## src/sv/sol_pkg.sv

```systemverilog
// Shared types, codes and constants of the sprite outline highlight block.
// No dependencies; every other file of the block but sol_ram imports this package.
package sol_pkg;

    localparam logic KIND_LOAD = 1'b0;
    localparam logic KIND_READ = 1'b1;

    localparam logic [7:0] COMP_MAX   = 8'd255;
    localparam logic [9:0] MEAN_SCALE = 10'd765;

    typedef logic [2:0] t_step;
    localparam t_step STEP_CENTER = 3'd0;
    localparam t_step STEP_UP     = 3'd1;
    localparam t_step STEP_DOWN   = 3'd2;
    localparam t_step STEP_LEFT   = 3'd3;
    localparam t_step STEP_RIGHT  = 3'd4;
    localparam t_step STEP_END    = 3'd5;

    typedef enum logic [2:0] {
        ST_CLEAR,
        ST_IDLE,
        ST_LD_RD,
        ST_LD_WR,
        ST_SCAN,
        ST_RESULT,
        ST_OUT
    } t_state;

    typedef struct packed {
        logic       kind;
        logic [3:0] x;
        logic [3:0] y;
        logic [7:0] red;
        logic [7:0] green;
        logic [7:0] blue;
        logic       transparent;
    } t_pix_in;

    typedef struct packed {
        logic [7:0] out_red;
        logic [7:0] out_green;
        logic [7:0] out_blue;
        logic       visible;
    } t_hl_out;

    typedef struct packed {
        logic [7:0] red;
        logic [7:0] green;
        logic [7:0] blue;
        logic       trans;
    } t_pix_word;

    localparam t_pix_word CLEAR_WORD = '{red: 8'd0, green: 8'd0, blue: 8'd0, trans: 1'b1};

    typedef struct packed {
        logic capture;
        logic clr;
        logic scan;
        logic ld_wr;
        logic result;
    } t_cmd;

    typedef struct packed {
        logic in_inside;
        logic in_is_load;
        logic clr_done;
        logic scan_done;
    } t_status;

    function automatic logic [9:0] comp_total(input t_pix_word w);
        return 10'(w.red) + 10'(w.green) + 10'(w.blue);
    endfunction

endpackage

```

## src/sv/sol_ctrl.sv

```systemverilog
// Controller state machine of the sprite block: clearing pass, loads, scans, results.
// Depends on sol_pkg; talks to the datapath only through t_cmd and t_status.
module sol_ctrl import sol_pkg::*; (
    input  logic    i_clk,
    input  logic    i_rst_n,
    input  logic    i_in_valid,
    input  logic    i_out_ready,
    input  t_status i_st,
    output logic    o_in_ready,
    output logic    o_out_valid,
    output t_cmd    o_cmd
);

    t_state r_state;
    t_state n_state;

    always_ff @(posedge i_clk) begin
        if (!i_rst_n) begin
            r_state <= ST_CLEAR;
        end else begin
            r_state <= n_state;
        end
    end

    always_comb begin
        n_state     = r_state;
        o_cmd       = '0;
        o_in_ready  = 1'b0;
        o_out_valid = 1'b0;
        unique case (r_state)
            ST_CLEAR: begin
                o_cmd.clr = 1'b1;
                if (i_st.clr_done) begin
                    n_state = ST_IDLE;
                end
            end
            ST_IDLE: begin
                o_in_ready = 1'b1;
                if (i_in_valid) begin
                    o_cmd.capture = 1'b1;
                    if (!i_st.in_inside) begin
                        n_state = i_st.in_is_load ? ST_IDLE : ST_RESULT;
                    end else begin
                        n_state = i_st.in_is_load ? ST_LD_RD : ST_SCAN;
                    end
                end
            end
            ST_LD_RD: begin
                n_state = ST_LD_WR;
            end
            ST_LD_WR: begin
                o_cmd.ld_wr = 1'b1;
                n_state     = ST_IDLE;
            end
            ST_SCAN: begin
                o_cmd.scan = 1'b1;
                if (i_st.scan_done) begin
                    n_state = ST_RESULT;
                end
            end
            ST_RESULT: begin
                o_cmd.result = 1'b1;
                n_state      = ST_OUT;
            end
            ST_OUT: begin
                o_out_valid = 1'b1;
                if (i_out_ready) begin
                    n_state = ST_IDLE;
                end
            end
            default: begin
                n_state = ST_CLEAR;
            end
        endcase
    end

endmodule

```

## config.mk

```make
export PLATFORM = sky130hd
export DESIGN_NAME = sol_ctrl
export DESIGN_NICKNAME = d
export VERILOG_FILES = /design/src/sv/sol_pkg.sv /design/src/sv/sol_ctrl.sv
export SDC_FILE = /design/constraint.sdc
export NUM_CORES = 1
export LEC_CHECK = 0
export ABC_AREA = 1
export BUFFER_PORTS_ARGS = -buffer_cell sky130_fd_sc_hd__clkbuf_2
export CAP_MARGIN = 15
export CORE_AREA = 2 2 39 41
export DETAILED_ROUTE_END_ITERATION = 8
export DIE_AREA = 0 0 41 43
export SETUP_SLACK_MARGIN = 0.5
export SLEW_MARGIN = 10
export SYNTH_ARGS = -nofsm -noshare
export SYNTH_HDL_FRONTEND = slang
export SYNTH_SLANG_ARGS = --single-unit
```

## constraint.sdc

```tcl
create_clock -name i_clk -period 2.39 [get_ports i_clk]
set_input_delay 0.478 -clock i_clk [delete_from_list [all_inputs] [get_ports i_clk]]
set_output_delay 0.478 -clock i_clk [all_outputs]
set_load 0.005 [all_outputs]
```

Word-level counts from Yosys, hierarchy flattened:

Cells that the tools add are included.

* equal/unequal tests: 10
* multiplexer cells: 16
* reduce and logical (&&, ||, !) cells: 2

Operators by type and width (count)
* 3-bit two-way mux: 7
* 3-bit one-hot mux with 7 select lines: 1
* 3-bit == test, second input constant: 3
* 1-bit two-way mux: 8
* 2-bit != test, second input constant: 4
* 3-bit by 2-bit == test with 1-bit output, second input constant: 2
* 4-bit AND reduction: 1
* 3-bit by 1-bit == test with 1-bit output, second input constant: 1
* 3-bit logical NOT: 1

* register bits after elaboration: 3
* logic and storage cells: 29

Logic depth before layout (Yosys ltp):

* depth in word-level cells: 4
* mapped depth: 8
* depth with buffers taken out: 8

Worst setup path before layout:

Ideal clock, no wire load.

* kind: flip-flop to output port
* from: register r_state[2]
* to: output port o_cmd[4] (netlist bit)
* arrival: 0.729 ns
* data required time: 1.912 ns
* path slack: 1.183 ns
* stages on the path, launching flop included: 5
* path buffers: 1
* cell sequence: dfxtp_1 -> buf_6 -> inv_2 -> nand3_1 -> nor2_1

RTL lines
* start, declared: RTL line sol_ctrl.sv:14 `t_state r_state;`
* start signal, assigned: RTL line sol_ctrl.sv:21 `r_state <= n_state;`
* end, declared: RTL line sol_ctrl.sv:11 `output t_cmd o_cmd`

==> flow_results.xml <==
<?xml version="1.0" encoding="UTF-8"?>
<metrics>
  <group name="worst_setup_path">
    <metric name="cp_launch_type" unit="">register</metric>
    <metric name="path_cells" unit="">inv_1, nor3_1, clkbuf_2</metric>
    <metric name="critical-path-max-stage-delay" unit="ns">0.52</metric>
    <metric name="r2r.worst_path.cells" unit="">6</metric>
    <metric name="cp-end-kind" unit="">primary output</metric>
    <metric name="worstPathMaxFanout" unit="">9</metric>
    <metric name="timing_worst_setup_path_type" unit="">register to primary output</metric>
    <metric name="regToRegSetupSlack" unit="ns">1.14</metric>
    <metric name="standard_cell_with_the_maximum_stage_delay_on_the_critical_path" unit="">dfxtp_1</metric>
    <metric name="cp_data_arrival_time" unit="ns">1.26</metric>
    <metric name="crit_required" unit="ns">1.91</metric>
    <metric name="r2r_start" unit="">r_state[2]</metric>
    <metric name="regToRegEndpoint" unit="">r_state[0]</metric>
  </group>
  <group name="worst_hold_path">
    <metric name="worstHoldPathType" unit="">primary input to register</metric>
    <metric name="whs_endpoint" unit="">r_state[1]</metric>
    <metric name="hp-start" unit="">i_rst_n</metric>
    <metric name="cell_depth_of_the_worst_hold_path" unit="">3</metric>
  </group>
  <group name="global_routing">
    <metric name="first_pass_grt_wire_length" unit="um">1120</metric>
    <metric name="globalRoute.totalOverflow" unit="">0</metric>
    <metric name="antenna_found_initial" unit="">0</metric>
    <metric name="largest_net_degree_at_the_start_of_global_routing" unit="">10</metric>
    <metric name="grt_pass1_vias" unit="">284</metric>
    <metric name="grt.total_usage" unit="%">9.83</metric>
  </group>
  <group name="cells_and_area">
    <metric name="nets" unit="">82</metric>
    <metric name="largest_register" unit="">r_state</metric>
    <metric name="final_core_utilization" unit="%">30.2</metric>
    <metric name="n_antenna_cell" unit="">0</metric>
    <metric name="area_delta_synth_final" unit="%">29.0</metric>
    <metric name="drive_gt1_share" unit="%">34.2</metric>
    <metric name="finalInstanceArea" unit="um^2">418</metric>
    <metric name="biggestRegsByFlops" unit="">r_state x3</metric>
    <metric name="fillers" unit="">155</metric>
    <metric name="largest_register_ff_count" unit="">3</metric>
  </group>
  <group name="sta">
    <metric name="totalNegativeSetupSlack" unit="ns">0</metric>
    <metric name="setup_viol" unit="">0</metric>
    <metric name="unrepaired_setup_endpoints_after_global_routing" unit="">no</metric>
    <metric name="slew_headroom" unit="%">76.6</metric>
    <metric name="max_freq" unit="MHz">576</metric>
    <metric name="finalMaxSlewViolations" unit="">0</metric>
    <metric name="final_hold_viols" unit="">0</metric>
    <metric name="tightestPinTransition" unit="ns">0.351</metric>
    <metric name="finalWorstPathRequiredPeriod" unit="ns">1.74</metric>
    <metric name="clock_skew" unit="ns">0.00716</metric>
    <metric name="post-route-period-util" unit="%">72.6</metric>
  </group>
  <group name="floorplanning">
    <metric name="boundaryPins" unit="">15</metric>
    <metric name="placement_rows" unit="">14</metric>
    <metric name="initial_core_util" unit="%">23.4</metric>
    <metric name="floorplan.core_area" unit="mm^2">0.00138</metric>
    <metric name="die_area" unit="mm^2">0.00176</metric>
    <metric name="floorplan.die.width" unit="um">41</metric>
    <metric name="die_height" unit="um">43</metric>
  </group>
  <group name="clock_network">
    <metric name="cts-root-to-sink-buffers" unit="">2</metric>
    <metric name="cts_made_buffers" unit="">3</metric>
    <metric name="cts.root.buffer_cell" unit="">clkbuf_4</metric>
    <metric name="post_cts_hold_buffers" unit="">0</metric>
    <metric name="cts_tree" unit="">done</metric>
    <metric name="htreeDepth" unit="">1</metric>
    <metric name="clk_latency" unit="ns">0.24</metric>
    <metric name="clkSlewWorstSetupHoldPaths" unit="ns">0.04</metric>
    <metric name="ctsResizeCount" unit="">0</metric>
    <metric name="sink_count" unit="">3</metric>
    <metric name="post-cts-setup-buffer-count" unit="">0</metric>
  </group>
  <group name="power_and_ir_drop">
    <metric name="worst_ir_drop_vdd" unit="mV">0.228</metric>
    <metric name="comb_power_share" unit="%">53.9</metric>
    <metric name="power.internal" unit="mW">0.232</metric>
    <metric name="power_per_unit_of_standard_cell_area" unit="mW/mm^2">1090</metric>
    <metric name="power.share.sequential" unit="%">25.6</metric>
    <metric name="p_leak" unit="nW">0.256</metric>
    <metric name="p_switching" unit="mW">0.224</metric>
    <metric name="switching_share" unit="%">49.1</metric>
    <metric name="fraction_of_power_consumed_by_the_clock_network" unit="%">20.6</metric>
  </group>
  <group name="routing">
    <metric name="firstDrtPassIters" unit="">4</metric>
    <metric name="detailedRoute.firstIterationViolations" unit="">11</metric>
    <metric name="detail_route.drc_violations" unit="">0</metric>
    <metric name="finalWirelength" unit="um">760</metric>
    <metric name="detail_route.wl_per_cell" unit="um">8.54</metric>
    <metric name="post_drt_via_cell_ratio" unit="">4.30</metric>
    <metric name="routed-via-count" unit="">383</metric>
    <metric name="detail-route-antenna-nets" unit="">0</metric>
  </group>
  <group name="yosys">
    <metric name="synthesis.area" unit="um^2">324</metric>
    <metric name="synth.ff_latch_count" unit="">3</metric>
    <metric name="synth_area_leaders" unit="">dfxtp_1 19%, inv_1 15%, nand3_1 11%</metric>
    <metric name="synthMostInstantiatedCell" unit="">inv_1</metric>
    <metric name="netlist_instances" unit="">57</metric>
    <metric name="synth_fp_nets" unit="">65</metric>
    <metric name="ys.warnings.count" unit="">0</metric>
    <metric name="synth.top_cell.area_share" unit="%">18.5</metric>
    <metric name="postSynth.asyncResetShare" unit="%">0</metric>
    <metric name="synthesis.area_per_instance" unit="um^2">5.69</metric>
    <metric name="synth_sequential_area_ratio" unit="%">18.5</metric>
    <metric name="netlist.top_cell.by_area" unit="">dfxtp_1</metric>
    <metric name="synth_edf_count" unit="">0</metric>
    <metric name="yosys.cell_types.count" unit="">16</metric>
    <metric name="most_instantiated_cells_after_synthesis" unit="">13 x inv_1, 8 x nor2_1, 7 x nand2_1, 7 x nand3_1, 4 x nor3_1</metric>
    <metric name="ys.flop_type" unit="">dfxtp_1</metric>
  </group>
  <group name="outcome">
    <metric name="outcome" unit="">finished clean</metric>
  </group>
  <group name="placement">
    <metric name="portBuffers" unit="">14</metric>
    <metric name="placed_area" unit="um^2">392</metric>
    <metric name="gp_routability_congestion" unit="">0.791</metric>
    <metric name="dpl.hpwl" unit="um">582</metric>
  </group>
  <group name="flow_run">
    <metric name="cap_violations" unit="">0</metric>
  </group>
</metrics>
-- how the worst max path moves through the flow --
stage / start / slack [ns] / cells past startpoint / end
after floorplan: r_state[2] / 1.18 / 4 / o_cmd[4]
after global placement: r_state[1] / 0.98 / 3 / o_cmd[1]
after detailed placement: r_state[1] / 0.93 / 3 / o_cmd[1]
after CTS: r_state[1] / 0.67 / 3 / o_cmd[1]
after global routing: r_state[1] / 0.54 / 3 / o_cmd[1]
final: r_state[1] / 0.65 / 3 / o_cmd[1]
-- through the flow --
| step | std cells | hold slack, ns | power (mW) | worst slack (ns) |
|---|---|---|---|---|
| after global placement | 85 | 0.612 | 0.359 | 0.983 |
| after floorplan | 57 | 0.573 | 0.313 | 1.18 |
| final | 89 | 0.450 | 0.456 | 0.654 |
| after detailed placement | 85 | 0.620 | 0.363 | 0.927 |
| after CTS | 89 | 0.451 | 0.457 | 0.666 |
| after global routing | 89 | 0.463 | 0.503 | 0.541 |
-- cell usage in the layout (no fill, tap or decap) --
cell type / instances
dfxtp_1: 3
clkbuf_1: 1
nor3_1: 4
inv_2: 2
nor2_1: 8
nand3_1: 7
nand2_1: 7
clkbuf_4: 3
nand4_1: 1
nor2_4: 1
nand2_2: 3
o21ai_0: 1
o22ai_1: 1
inv_1: 13
nand3_2: 1
nor2_2: 1
a21oi_1: 2
clkbuf_2: 14
-- cell type report --
class	instances	area, um^2	share of cell area (%)
clock buffers	4	26.3	6.29
flip-flops and latches	3	60.1	14.4
repair buffers	14	70.1	16.8
well taps	16	20.0	4.79
inverters	15	56.3	13.5
multi-input cells	37	185	44.3
-- power groups by stage --
stage / logic, mW / clock network [mW] / registers [mW]
after floorplan: 0.228 / 0 / 0.0846
after global placement: 0.246 / 0 / 0.113
after detailed placement: 0.246 / 0 / 0.117
after CTS: 0.247 / 0.0947 / 0.116
after global routing: 0.282 / 0.0991 / 0.123
final: 0.246 / 0.0939 / 0.117
-- cell families (layout without fill, tap and decap cells) --
logic type / after synthesis / in the layout / share of synthesized area, %
flops: 3 / 3 / 18.5
simple gates: 33 / 33 / 50.6
buf+inv: 17 / 33 / 24.3
compound gates: 4 / 4 / 6.56
-- per-layer routing --
metal | vias to the layer above | GRT usage (%) | share of wire (%)
met2 | 23 | 10.6 | 39
met1 | 151 | 13.8 | 50
li1 | 207 | - | -
met4 | 0 | 10.0 | 2.5
met3 | 2 | 3.14 | 8.0
met5 | - | 0 | 0
-- critical path, delay by kind of cell, from the launching register on --
family | cells | cell delay (ns)
buffers and inverters | 2 | 0.29
DFF | 1 | 0.52
and+or+nand+nor | 1 | 0.20
(Power assumes the default switching activity.)
